**config.mk**
```make
export PLATFORM = sky130hd
export DESIGN_NAME = pump_command_step_controller_flat
export DESIGN_NICKNAME = d
export VERILOG_FILES = /design/src/design/pcsc_pkg.sv /design/src/design/pcsc_if.sv /design/src/design/pump_command_step_controller.sv /design/src/flat_wrapper.sv
export SDC_FILE = /design/constraint.sdc
export NUM_CORES = 1
export LEC_CHECK = 0
export ABC_AREA = 1
export BUFFER_PORTS_ARGS = -buffer_cell sky130_fd_sc_hd__buf_2
export CORE_MARGIN = 3
export CORE_UTILIZATION = 25
export DETAILED_ROUTE_END_ITERATION = 6
export GPL_TIMING_DRIVEN = 1
export PLACE_DENSITY = 0.44
export RECOVER_POWER = 50
export SLEW_MARGIN = 20
export SYNTH_ARGS = -nofsm -noshare
export SYNTH_HDL_FRONTEND = slang
export SYNTH_SLANG_ARGS = --single-unit
```
**constraint.sdc**
```tcl
create_clock -name clk -period 5.3 [get_ports clk]
set_input_delay 1.06 -clock clk [delete_from_list [all_inputs] [get_ports clk]]
set_output_delay 1.06 -clock clk [all_outputs]
set_load 0.05 [all_outputs]
```
**src/design/pcsc_pkg.sv**
```systemverilog
// Shared constants, codes and types for the pump command step controller.
package pcsc_pkg;

  localparam int COUNT_BITS = 14;
  localparam int TICK_BITS  = 8;
  localparam int CFG_BITS   = 14;
  localparam int CFG_IDX_BITS = 2;

  localparam logic [COUNT_BITS-1:0] COUNT_MAX = {COUNT_BITS{1'b1}};

  // Register indexes
  localparam logic [CFG_IDX_BITS-1:0] REG_MAX_POSITION = 2'd0;
  localparam logic [CFG_IDX_BITS-1:0] REG_PULSE_TICKS  = 2'd1;

  localparam logic [COUNT_BITS-1:0] MAX_POSITION_RST = COUNT_BITS'(12990);
  localparam logic [TICK_BITS-1:0]  PULSE_TICKS_RST  = TICK_BITS'(1);

  // Request kinds
  localparam logic REQ_BYTE = 1'b0;
  localparam logic REQ_TICK = 1'b1;

  // Status codes
  localparam logic [1:0] ST_OK      = 2'd0;
  localparam logic [1:0] ST_BOUND   = 2'd1;
  localparam logic [1:0] ST_FULL    = 2'd2;
  localparam logic [1:0] ST_IGNORED = 2'd3;

  // Command characters
  localparam logic [7:0] CH_JOG_1    = 8'h61; // 'a'
  localparam logic [7:0] CH_JOG_10   = 8'h62; // 'b'
  localparam logic [7:0] CH_JOG_100  = 8'h63; // 'c'
  localparam logic [7:0] CH_JOG_1000 = 8'h64; // 'd'
  localparam logic [7:0] CH_DIR_IN   = 8'h65; // 'e'
  localparam logic [7:0] CH_DIR_OUT  = 8'h66; // 'f'
  localparam logic [7:0] CH_DUMP     = 8'h6f; // 'o'
  localparam logic [7:0] CH_JOG_ON   = 8'h78; // 'x'
  localparam logic [7:0] CH_JOG_SEND = 8'h79; // 'y'

  localparam logic [COUNT_BITS-1:0] INC_1    = COUNT_BITS'(1);
  localparam logic [COUNT_BITS-1:0] INC_10   = COUNT_BITS'(10);
  localparam logic [COUNT_BITS-1:0] INC_100  = COUNT_BITS'(100);
  localparam logic [COUNT_BITS-1:0] INC_1000 = COUNT_BITS'(1000);

  typedef struct packed {
    logic                  step_level;
    logic                  dir_level;
    logic [COUNT_BITS-1:0] position_now;
    logic [1:0]            status;
    logic                  motor_busy;
  } result_t;

endpackage

```
**src/design/pcsc_if.sv**
```systemverilog
// Handshake channel interfaces for command/tick items and result items.
interface pcsc_in_if;
  logic       valid;
  logic       ready;
  logic       req_type;
  logic [7:0] rx_byte;

  modport source (output valid, output req_type, output rx_byte, input ready);
  modport sink   (input valid, input req_type, input rx_byte, output ready);
endinterface

interface pcsc_out_if;
  logic                            valid;
  logic                            ready;
  logic                            step_level;
  logic                            dir_level;
  logic [pcsc_pkg::COUNT_BITS-1:0] position_now;
  logic [1:0]                      status;
  logic                            motor_busy;

  modport source (output valid, output step_level, output dir_level, output position_now,
                  output status, output motor_busy, input ready);
  modport sink   (input valid, input step_level, input dir_level, input position_now,
                  input status, input motor_busy, output ready);
endinterface

```
**src/design/pump_command_step_controller.sv**
```systemverilog
// Pump command step controller: command decode, jog tracking, step pulse generation.
//
// Channels: cmd takes one item per handshake, either a received command byte
// (req_type 0, rx_byte) or one time tick (req_type 1). res returns exactly one
// result item per cmd item, in order: step level, direction level, tracked
// position, status and busy flag, all as they stand after that item.
// Configuration: cfg_we/cfg_index/cfg_data write max_position (index 0) or
// pulse_ticks (index 1); other indexes are ignored. Write only while idle.
// Latency: the result of an item is valid in the cycle after it is accepted.
// Throughput: one item per cycle while res.ready is high; the whole state
// update is one pass of logic between the state and result registers.
// Stall: while a result waits in the result register and res.ready is low,
// cmd.ready is low; it rises again in the cycle the result is taken, so a new
// item can enter in the same cycle the held one leaves.
// Reset (rst, synchronous): idle mode, position and counts zero, direction
// outward, no pending steps, registers back to 12990 and 1, no result held.
module pump_command_step_controller (
  input  logic                              clk,
  input  logic                              rst,
  input  logic                              cfg_we,
  input  logic [pcsc_pkg::CFG_IDX_BITS-1:0] cfg_index,
  input  logic [pcsc_pkg::CFG_BITS-1:0]     cfg_data,
  pcsc_in_if.sink                           cmd,
  pcsc_out_if.source                        res
);

  localparam int CB = pcsc_pkg::COUNT_BITS;
  localparam int TB = pcsc_pkg::TICK_BITS;

  logic [CB-1:0] max_position;
  logic [TB-1:0] pulse_ticks;

  logic          jog_mode, jog_mode_next;
  logic [CB-1:0] position, position_next;
  logic [CB-1:0] jog_count, jog_count_next;
  logic          direction, direction_next;
  logic [CB-1:0] active_steps, active_steps_next;
  logic          pulse_high, pulse_high_next;
  logic [TB-1:0] tick_count, tick_count_next;
  logic          pending_valid, pending_valid_next;
  logic [CB-1:0] pending_count, pending_count_next;

  logic                  res_valid;
  pcsc_pkg::result_t     result, result_next;
  logic [1:0]            st;
  logic                  accept;

  // Jog move and step tick datapath
  logic [CB-1:0] inc;
  logic          inc_hit;
  logic [CB:0]   up_sum;
  logic          move_abort;
  logic [CB:0]   jog_sum;
  logic [TB-1:0] half;
  logic [TB-1:0] tick_inc;

  assign cmd.ready = !res_valid || res.ready;
  assign accept    = cmd.valid && cmd.ready;

  always_comb begin
    case (cmd.rx_byte)
      pcsc_pkg::CH_JOG_1: begin
        inc = pcsc_pkg::INC_1; inc_hit = 1'b1;
      end
      pcsc_pkg::CH_JOG_10: begin
        inc = pcsc_pkg::INC_10; inc_hit = 1'b1;
      end
      pcsc_pkg::CH_JOG_100: begin
        inc = pcsc_pkg::INC_100; inc_hit = 1'b1;
      end
      pcsc_pkg::CH_JOG_1000: begin
        inc = pcsc_pkg::INC_1000; inc_hit = 1'b1;
      end
      default: begin
        inc = '0; inc_hit = 1'b0;
      end
    endcase
  end

  assign up_sum     = {1'b0, position} + {1'b0, inc};
  assign move_abort = direction ? (up_sum > {1'b0, max_position}) : (position < inc);
  assign jog_sum    = {1'b0, jog_count} + {1'b0, inc};
  assign half       = (pulse_ticks == '0) ? TB'(1) : pulse_ticks;
  assign tick_inc   = tick_count + TB'(1);

  always_comb begin
    logic          send;
    logic [CB-1:0] send_count;
    jog_mode_next      = jog_mode;
    position_next      = position;
    jog_count_next     = jog_count;
    direction_next     = direction;
    active_steps_next  = active_steps;
    pulse_high_next    = pulse_high;
    tick_count_next    = tick_count;
    pending_valid_next = pending_valid;
    pending_count_next = pending_count;
    st                 = pcsc_pkg::ST_OK;
    send               = 1'b0;
    send_count         = jog_count;

    if (cmd.req_type == pcsc_pkg::REQ_TICK) begin
      if (active_steps != '0) begin
        tick_count_next = tick_inc;
        if (tick_inc >= half) begin
          tick_count_next = '0;
          if (pulse_high) begin
            pulse_high_next = 1'b0;
          end else begin
            active_steps_next = active_steps - CB'(1);
            pulse_high_next   = (active_steps != CB'(1));
          end
        end
      end
    end else if (jog_mode) begin
      if (inc_hit) begin
        if (move_abort) begin
          jog_mode_next  = 1'b0;
          jog_count_next = '0;
          st             = pcsc_pkg::ST_BOUND;
        end else begin
          position_next  = direction ? up_sum[CB-1:0] : (position - inc);
          // saturate the jog count
          jog_count_next = jog_sum[CB] ? pcsc_pkg::COUNT_MAX : jog_sum[CB-1:0];
        end
      end else if (cmd.rx_byte == pcsc_pkg::CH_JOG_SEND) begin
        send           = 1'b1;
        send_count     = jog_count;
        jog_count_next = '0;
        jog_mode_next  = 1'b0;
      end else begin
        st = pcsc_pkg::ST_IGNORED;
      end
    end else begin
      case (cmd.rx_byte)
        pcsc_pkg::CH_DIR_IN:  direction_next = 1'b0;
        pcsc_pkg::CH_DIR_OUT: direction_next = 1'b1;
        pcsc_pkg::CH_DUMP: begin
          direction_next = 1'b0;
          send           = 1'b1;
          send_count     = position;
          position_next  = '0;
        end
        pcsc_pkg::CH_JOG_ON: begin
          jog_mode_next  = 1'b1;
          jog_count_next = '0;
        end
        default: st = pcsc_pkg::ST_IGNORED;
      endcase
    end

    // One-entry queue: drop and flag a send while it is full
    if (send) begin
      if (pending_valid) begin
        st = pcsc_pkg::ST_FULL;
      end else begin
        pending_valid_next = 1'b1;
        pending_count_next = send_count;
      end
    end

    // Hand the pending entry to the generator once it runs dry
    if (active_steps_next == '0 && pending_valid_next) begin
      active_steps_next  = pending_count_next;
      pending_valid_next = 1'b0;
      tick_count_next    = '0;
      pulse_high_next    = (pending_count_next != '0);
    end

    result_next.step_level   = pulse_high_next;
    result_next.dir_level    = direction_next;
    result_next.position_now = position_next;
    result_next.status       = st;
    result_next.motor_busy   = (active_steps_next != '0) || pending_valid_next;
  end

  always_ff @(posedge clk) begin
    if (rst) begin
      max_position <= pcsc_pkg::MAX_POSITION_RST;
      pulse_ticks  <= pcsc_pkg::PULSE_TICKS_RST;
    end else if (cfg_we) begin
      case (cfg_index)
        pcsc_pkg::REG_MAX_POSITION: max_position <= cfg_data;
        pcsc_pkg::REG_PULSE_TICKS:  pulse_ticks  <= cfg_data[TB-1:0];
        default: ;
      endcase
    end
  end

  always_ff @(posedge clk) begin
    if (rst) begin
      jog_mode      <= 1'b0;
      position      <= '0;
      jog_count     <= '0;
      direction     <= 1'b1;
      active_steps  <= '0;
      pulse_high    <= 1'b0;
      tick_count    <= '0;
      pending_valid <= 1'b0;
      pending_count <= '0;
    end else if (accept) begin
      jog_mode      <= jog_mode_next;
      position      <= position_next;
      jog_count     <= jog_count_next;
      direction     <= direction_next;
      active_steps  <= active_steps_next;
      pulse_high    <= pulse_high_next;
      tick_count    <= tick_count_next;
      pending_valid <= pending_valid_next;
      pending_count <= pending_count_next;
    end
  end

  always_ff @(posedge clk) begin
    if (rst) begin
      res_valid <= 1'b0;
    end else if (accept) begin
      res_valid <= 1'b1;
    end else if (res.ready) begin
      res_valid <= 1'b0;
    end
  end

  // Result payload needs no reset
  always_ff @(posedge clk) begin
    if (accept) begin
      result <= result_next;
    end
  end

  assign res.valid        = res_valid;
  assign res.step_level   = result.step_level;
  assign res.dir_level    = result.dir_level;
  assign res.position_now = result.position_now;
  assign res.status       = result.status;
  assign res.motor_busy   = result.motor_busy;

  a_pending_only_behind_active: assert property (@(posedge clk) disable iff (rst)
    pending_valid |-> (active_steps != '0))
    else $error("pending entry held while generator is idle");

  a_high_needs_steps: assert property (@(posedge clk) disable iff (rst)
    pulse_high |-> (active_steps != '0))
    else $error("step output high with no active steps");

  a_accept_gives_result: assert property (@(posedge clk) disable iff (rst)
    accept |=> res_valid)
    else $error("accepted item produced no result");

  a_full_only_when_pending: assert property (@(posedge clk) disable iff (rst)
    (accept && result_next.status == pcsc_pkg::ST_FULL) |-> pending_valid)
    else $error("queue full flagged with empty queue");

endmodule

```
**src/flat_wrapper.sv**
```systemverilog
// flat-port wrapper written by rule: the top's interface ports become plain ports
module pump_command_step_controller_flat 
  (clk, rst, cfg_we, cfg_index, cfg_data, cmd_valid, cmd_req_type, cmd_rx_byte, cmd_ready, res_valid, res_step_level, res_dir_level, res_position_now, res_status, res_motor_busy, res_ready);
  pcsc_in_if cmd_i ();
  pcsc_out_if res_i ();
  input  logic clk;
  input  logic rst;
  input  logic cfg_we;
  input  logic [pcsc_pkg::CFG_IDX_BITS-1:0] cfg_index;
  input  logic [pcsc_pkg::CFG_BITS-1:0] cfg_data;
  input wire logic [$bits(cmd_i.valid)-1:0] cmd_valid;
  input wire logic [$bits(cmd_i.req_type)-1:0] cmd_req_type;
  input wire logic [$bits(cmd_i.rx_byte)-1:0] cmd_rx_byte;
  output wire logic [$bits(cmd_i.ready)-1:0] cmd_ready;
  output wire logic [$bits(res_i.valid)-1:0] res_valid;
  output wire logic [$bits(res_i.step_level)-1:0] res_step_level;
  output wire logic [$bits(res_i.dir_level)-1:0] res_dir_level;
  output wire logic [$bits(res_i.position_now)-1:0] res_position_now;
  output wire logic [$bits(res_i.status)-1:0] res_status;
  output wire logic [$bits(res_i.motor_busy)-1:0] res_motor_busy;
  input wire logic [$bits(res_i.ready)-1:0] res_ready;
  assign cmd_i.valid = cmd_valid;
  assign cmd_i.req_type = cmd_req_type;
  assign cmd_i.rx_byte = cmd_rx_byte;
  assign cmd_ready = cmd_i.ready;
  assign res_valid = res_i.valid;
  assign res_step_level = res_i.step_level;
  assign res_dir_level = res_i.dir_level;
  assign res_position_now = res_i.position_now;
  assign res_status = res_i.status;
  assign res_motor_busy = res_i.motor_busy;
  assign res_i.ready = res_ready;
  pump_command_step_controller u_core (.clk(clk), .rst(rst), .cfg_we(cfg_we), .cfg_index(cfg_index), .cfg_data(cfg_data), .cmd(cmd_i), .res(res_i));
endmodule
```
**Yosys cells after proc, flatten, opt, wreduce, memory -nomap -nowiden**

Cells that the tools add are included.

- Input port bits: 30
- Latch bits: 0
- Bits in writable memories: 0
- Register bits after elaboration: 110
- Word-level logic and storage cells: 121
- Memory bits (read-only): 0
- Memories: 0

- Multiplexer cells: 60
- Divide/modulo/power cells: 0
- Add/sub/neg operators: 5
- Bitwise gates (word level): 1
- Shift-type cells: 0
- Multiply operators: 0
- Eq/ne operators: 12
- Reductions and logical operators: 23
- $lt $le $gt $ge: 3

Operators with widths:

| kind | number |
|---|---|
| $mux 14 | 22 |
| $eq 8x7->1 const B | 9 |
| $reduce_bool 14->1 | 3 |
| $mux 8 | 5 |
| $pmux 10 s4 | 1 |
| $add 14x10->15 | 2 |
| $mux 1 | 24 |
| $gt 15x14->1 | 1 |
| $logic_not 14->1 | 1 |
| $lt 14x10->1 | 1 |
| $mux 2 | 7 |
| $ne 14x1->1 const B | 1 |
| $sub 14x1->14 const B | 1 |
| $sub 14x10->14 | 1 |
| $add 8x1->8 const B | 1 |
| $ge 8x8->1 | 1 |
| $logic_not 8->1 | 1 |
| $reduce_bool 2->1 | 4 |
| $reduce_or 4->1 | 2 |
| $reduce_and 2->1 | 3 |
| $reduce_and 4->1 | 1 |
| $ne 3x3->1 const B | 1 |
| $reduce_and 3->1 | 1 |
| $eq 2x1->1 const B | 1 |
| 7 further kinds | 9 |

**Longest topological paths before layout**

- Word-level depth: 11
- Mapped depth: 32
- Depth with buffers taken out: 30

**Worst setup path after synthesis**

OpenSTA, ideal clock, no wires.

- Path kind: input port to flip-flop
- Start point: input cmd_rx_byte[5]
- End point: register u_core.result (netlist bit u_core.res.position_now[0]), data pin
- Path buffers: 2
- Cell stages on the path: 25
- Data arrival time: 4505 ps
- Path slack: 522 ps
- Cells stage by stage: inv_1 -> nor4_4 -> nand3_2 -> inv_2 -> nor2_2 -> ha_1 -> clkbuf_1 -> nor4_1 -> nand3_1 -> nand3_1 -> nand2_1 -> nand2_1 -> nand3_1 -> and2_1 -> ha_1 -> nand3_1 -> nor2_1 -> nand2_1 -> nand2_1 -> nand3_2 -> nand3_2 -> buf_2 -> nand2_1 -> nand3_1 -> a22oi_1

- Cells in the longest elaborated chain, start to end: 9

RTL lines:

| item | line | source |
|---|---|---|
| from (decl) | flat_wrapper.sv:13 | `input wire logic [$bits(cmd_i.rx_byte)-1:0] cmd_rx_byte;` |
| $eq 8x7->1 | pump_command_step_controller.sv:61 | `case (cmd.rx_byte)` |
| $pmux 10 s4 | pump_command_step_controller.sv:61 |  |
| $add 14x10->15 | pump_command_step_controller.sv:80 | `assign up_sum = {1'b0, position} + {1'b0, inc};` |
| $gt 15x14->1 | pump_command_step_controller.sv:81 | `assign move_abort = direction ? (up_sum > {1'b0, max_position}) : (position < inc);` |
| $mux 1 | pump_command_step_controller.sv:81 |  |
| $mux 14 | pump_command_step_controller.sv:117 | `if (move_abort) begin` |
| $mux 14 | pump_command_step_controller.sv:116 | `if (inc_hit) begin` |
| $mux 14 * | pump_command_step_controller.sv:115 | `end else if (jog_mode) begin` |
| $mux 14 * | pump_command_step_controller.sv:102 | `if (cmd.req_type == pcsc_pkg::REQ_TICK) begin` |
| net u_core.position_next[0] | pump_command_step_controller.sv:34 | `logic [CB-1:0] position, position_next;` |
| to (signal assigned) | pump_command_step_controller.sv:227 | `result <= result_next;` |
| to (decl) | pump_command_step_controller.sv:44 | `pcsc_pkg::result_t result, result_next;` |

The timed path passes the listed nets; every way through them passes the cells marked *.
A chain may end at the register's enable or synchronous reset.

**Worst setup path after layout**

- Start point: input cmd_rx_byte[4]
- End point: register u_core.result (netlist bit u_core.res.position_now[13]), data pin

The elaborated chain is that of the path after synthesis.

==> results_dict.tcl <==
set metrics [dict create \
    tightest_slew_ps 1910 \
    wire_per_inst_um 15.2 \
    clkSlewWorstSetupHoldPaths_ps 80 \
    avgSynthCellArea_um2 6.55 \
    fp.dieH_um 190 \
    htree_num_levels 3 \
    hold_path_class "reg2reg" \
    firstDrtPassIters 7 \
    maxCapViolCount 2 \
    endpoint_kind "flop" \
    r2r_start "u_core.tick_count[0]" \
    nets 1409 \
    power_density_nw_per_um2 250 \
    drtIter0Drc 656 \
    path_class "in2reg" \
    rsz0062_at_grt "no" \
    status "complete, but fails checks" \
    r2r-end "u_core.tick_count[5]" \
    hpwlAfterDp_mm 20.6 \
    min_to "u_core.pulse_ticks[0]" \
    clk_latency_ps 360 \
    grt_max_degree 58 \
    drt.antenna.violating_nets 0 \
    num_rows 66 \
    syn_to_final_growth_pct 12.3 \
    reg2reg_slack_ps 830 \
    die_area_um2 36100 \
    ys_ff_latch 110 \
    synth_nets 1376 \
    postSynthCellCount 1291 \
    p_leak_nw 4.46 \
    clockBufferDepth 2 \
    reg2reg_depth 20 \
    grt_pass1_wl_mm 43.4 \
    initial_core_util_pct 25.7 \
    max_slew_margin_pct -27.2 \
    timing.fmax_mhz 212 \
    period_needed_ps 4710 \
    critPathLaunchType "input port" \
    violations "max-capacitance violations, max-slew violations" \
    core_um2 32900 \
    yosysWarnings 0 \
    drive_above_1_share_pct 8.13 \
    fin_worst_skew_ps 9.22 \
    holdPathStages 2 \
    gp_congestion 0.831 \
    finish.utilization_pct 28.8 \
    hold_viol_final 0 \
    cts_tree "built" \
    wirelength_mm 27.0 \
    synth_edf_count 19 \
    synth.distinct_cells 53 \
    post-place-ws_ps 8.57 \
    port_buffers 50 \
    grtUsageTotal_pct 15.1 \
    setup_ws_ps 588 \
    irDropWorstVdd_uv 160 \
    finalSetupViolCount 0 \
    tns_ps 0 \
    fillerInstances 3685 \
    cts_num_sinks 110 \
    min_from "u_core.pulse_ticks[0]" \
    maxSlewViolCount 75 \
    grt_pass1_vias 8080 \
    fin_crit_sh_pct 88.9 \
    async_flop_share_pct 0 \
    cts-root-buf "clkbuf_16" \
    drcViolationCount 0 \
    required_ps 5470 \
    critPathMaxFanout 15 \
    diodes 0 \
    grt_overflow 0 \
    die_w_um 190 \
    vias_per_cell 4.70 \
    ios 51 \
    ys_seq_area_share_pct 28.3 \
    route.vias.total 8328 \
    cp.arrival_ps 4880 \
    antenna_found_initial 0 \
    cts_buffers 9 \
    syn_area_um2 8450 \
    yosys_most_used_dff "dfxtp_1" \
]
## routing by layer
layer	up-vias	wire [µm]	track usage, %
met5	-	0	0
met4	0	425	3.36
met3	23	1080	2.54
met2	148	12100	24.8
met1	3818	13400	20.7
li1	4339	-	-
## Yosys cell counts, drive strengths merged, types with 2 or more instances
library cell | n | area (µm²)
a211oi | 2 | 15.0
a21oi | 103 | 531
a22oi | 13 | 97.6
a31oi | 19 | 119
and2 | 2 | 12.5
buf | 20 | 123
clkbuf | 35 | 131
clkinv | 3 | 12.5
dfxtp | 91 | 1820
edfxtp | 19 | 571
fa | 3 | 60.1
ha | 52 | 651
inv | 195 | 732
nand2 | 299 | 1150
nand3 | 91 | 498
nand3b | 5 | 37.5
nand4 | 44 | 282
nor2 | 103 | 419
nor3 | 15 | 97.6
nor3b | 2 | 15.0
nor4 | 6 | 52.6
o211ai | 16 | 120
o21ai | 118 | 606
o21bai | 3 | 22.5
or2 | 2 | 12.5
xnor2 | 3 | 26.3
xor2 | 21 | 184
## state kept, by name, indices dropped and copies added, names as in the netlist, 2 cells and up
register	count
u_core.res.status	2
u_core.jog_count	14
u_core.max_position	14
u_core.pulse_ticks	8
u_core.pending_count	14
u_core.tick_count	8
u_core.position	14
u_core.res.position_now	14
u_core.active_steps	14
## worst max-delay path: stages
cell and delay, ps:
buf_2 120, nor4_4 380, nand3_2 210, inv_2 120
nor2_2 80, ha_1 340, nor4_2 290, nand3_1 140
nand3_1 140, nand2_1 90, nand2_1 100, nand3_1 90
and2_1 180, ha_1 290, nand3_1 70, nor2_1 140
nand2_1 70, nand2_1 80, nand3_2 90, buf_4 230
nand2_1 70, nand2_1 50, nand3_1 70, o21ai_0 120
o21ai_0 270
## layout make-up
cell class | instances | area (µm²) | area share [%]
clock inverter | 4 | 52.6 | 0.554
timing repair buffer | 77 | 417 | 4.39
clock buffer | 12 | 258 | 2.72
sequential | 110 | 2390 | 25.2
inverter | 198 | 744 | 7.84
tap | 442 | 553 | 5.83
multi-input combinational | 928 | 5080 | 53.5
## repair_timing
item                                    4_1_cts  5_1_grt
setup buffers                                 0        0
hold buffers                                  0        0
endpoints found under the setup margin        0       14
resized for setup                             0        2
## power by group
part / switching, W / internal, W / leakage, nW
sequential: 0.0000486 / 0.000908 / 0.931
clock: 0.000346 / 0.000400 / 0.153
combinational: 0.000472 / 0.000201 / 3.38
total: 0.000867 / 0.00151 / 4.46
## cells in the final DEF, fill, tap and decap left out, drive strengths merged, types with 5 or more instances in the layout
| master | synthesis | routed |
|---|---|---|
| dfxtp | 91 | 91 |
| a22oi | 13 | 13 |
| edfxtp | 19 | 19 |
| inv | 195 | 197 |
| nor3 | 15 | 15 |
| a31oi | 19 | 19 |
| clkbuf | 35 | 37 |
| nand4 | 44 | 44 |
| buf | 20 | 52 |
| xor2 | 21 | 21 |
| nand3b | 5 | 5 |
| ha | 52 | 52 |
| nand2 | 299 | 299 |
| a21oi | 103 | 103 |
| nand3 | 91 | 91 |
| nor2 | 103 | 103 |
| o21ai | 118 | 118 |
| o211ai | 16 | 16 |
| nor4 | 6 | 6 |
## worst max path at each step
stage,to,cells past startpoint,from
2_1_floorplan,u_core.res.position_now[0],25,cmd_rx_byte[5]
3_3_place_gp,u_core.res.status[0],24,cmd_rx_byte[4]
3_5_place_dp,u_core.res.status[0],23,cmd_rx_byte[4]
4_1_cts,u_core.res.status[0],23,cmd_rx_byte[4]
5_1_grt,u_core.res.position_now[13],25,cmd_rx_byte[4]
6_report,u_core.res.position_now[13],25,cmd_rx_byte[4]
## metrics by stage
step           hold WS [ps]  instance area [µm²]  cells  power, W
3_3_place_gp            464                 9210   1755   0.00165
5_1_grt                 500                 9490   1771   0.00253
6_report                478                 9490   1771   0.00238
2_1_floorplan           431                 8450   1291   0.00147
4_1_cts                 483                 9520   1771   0.00241
3_5_place_dp            471                 9210   1755   0.00165
## cells by family after synthesis
kind of cell / synth area share [%]
adder cells (fa/ha/maj): 8.41
buffers and inverters: 11.8
flip-flops: 28.3
AND/OR/NAND/NOR: 30.6
AO/OA/AOI/OAI: 18.4
XOR/XNOR: 2.49
Power figures use the tool's default switching activity.
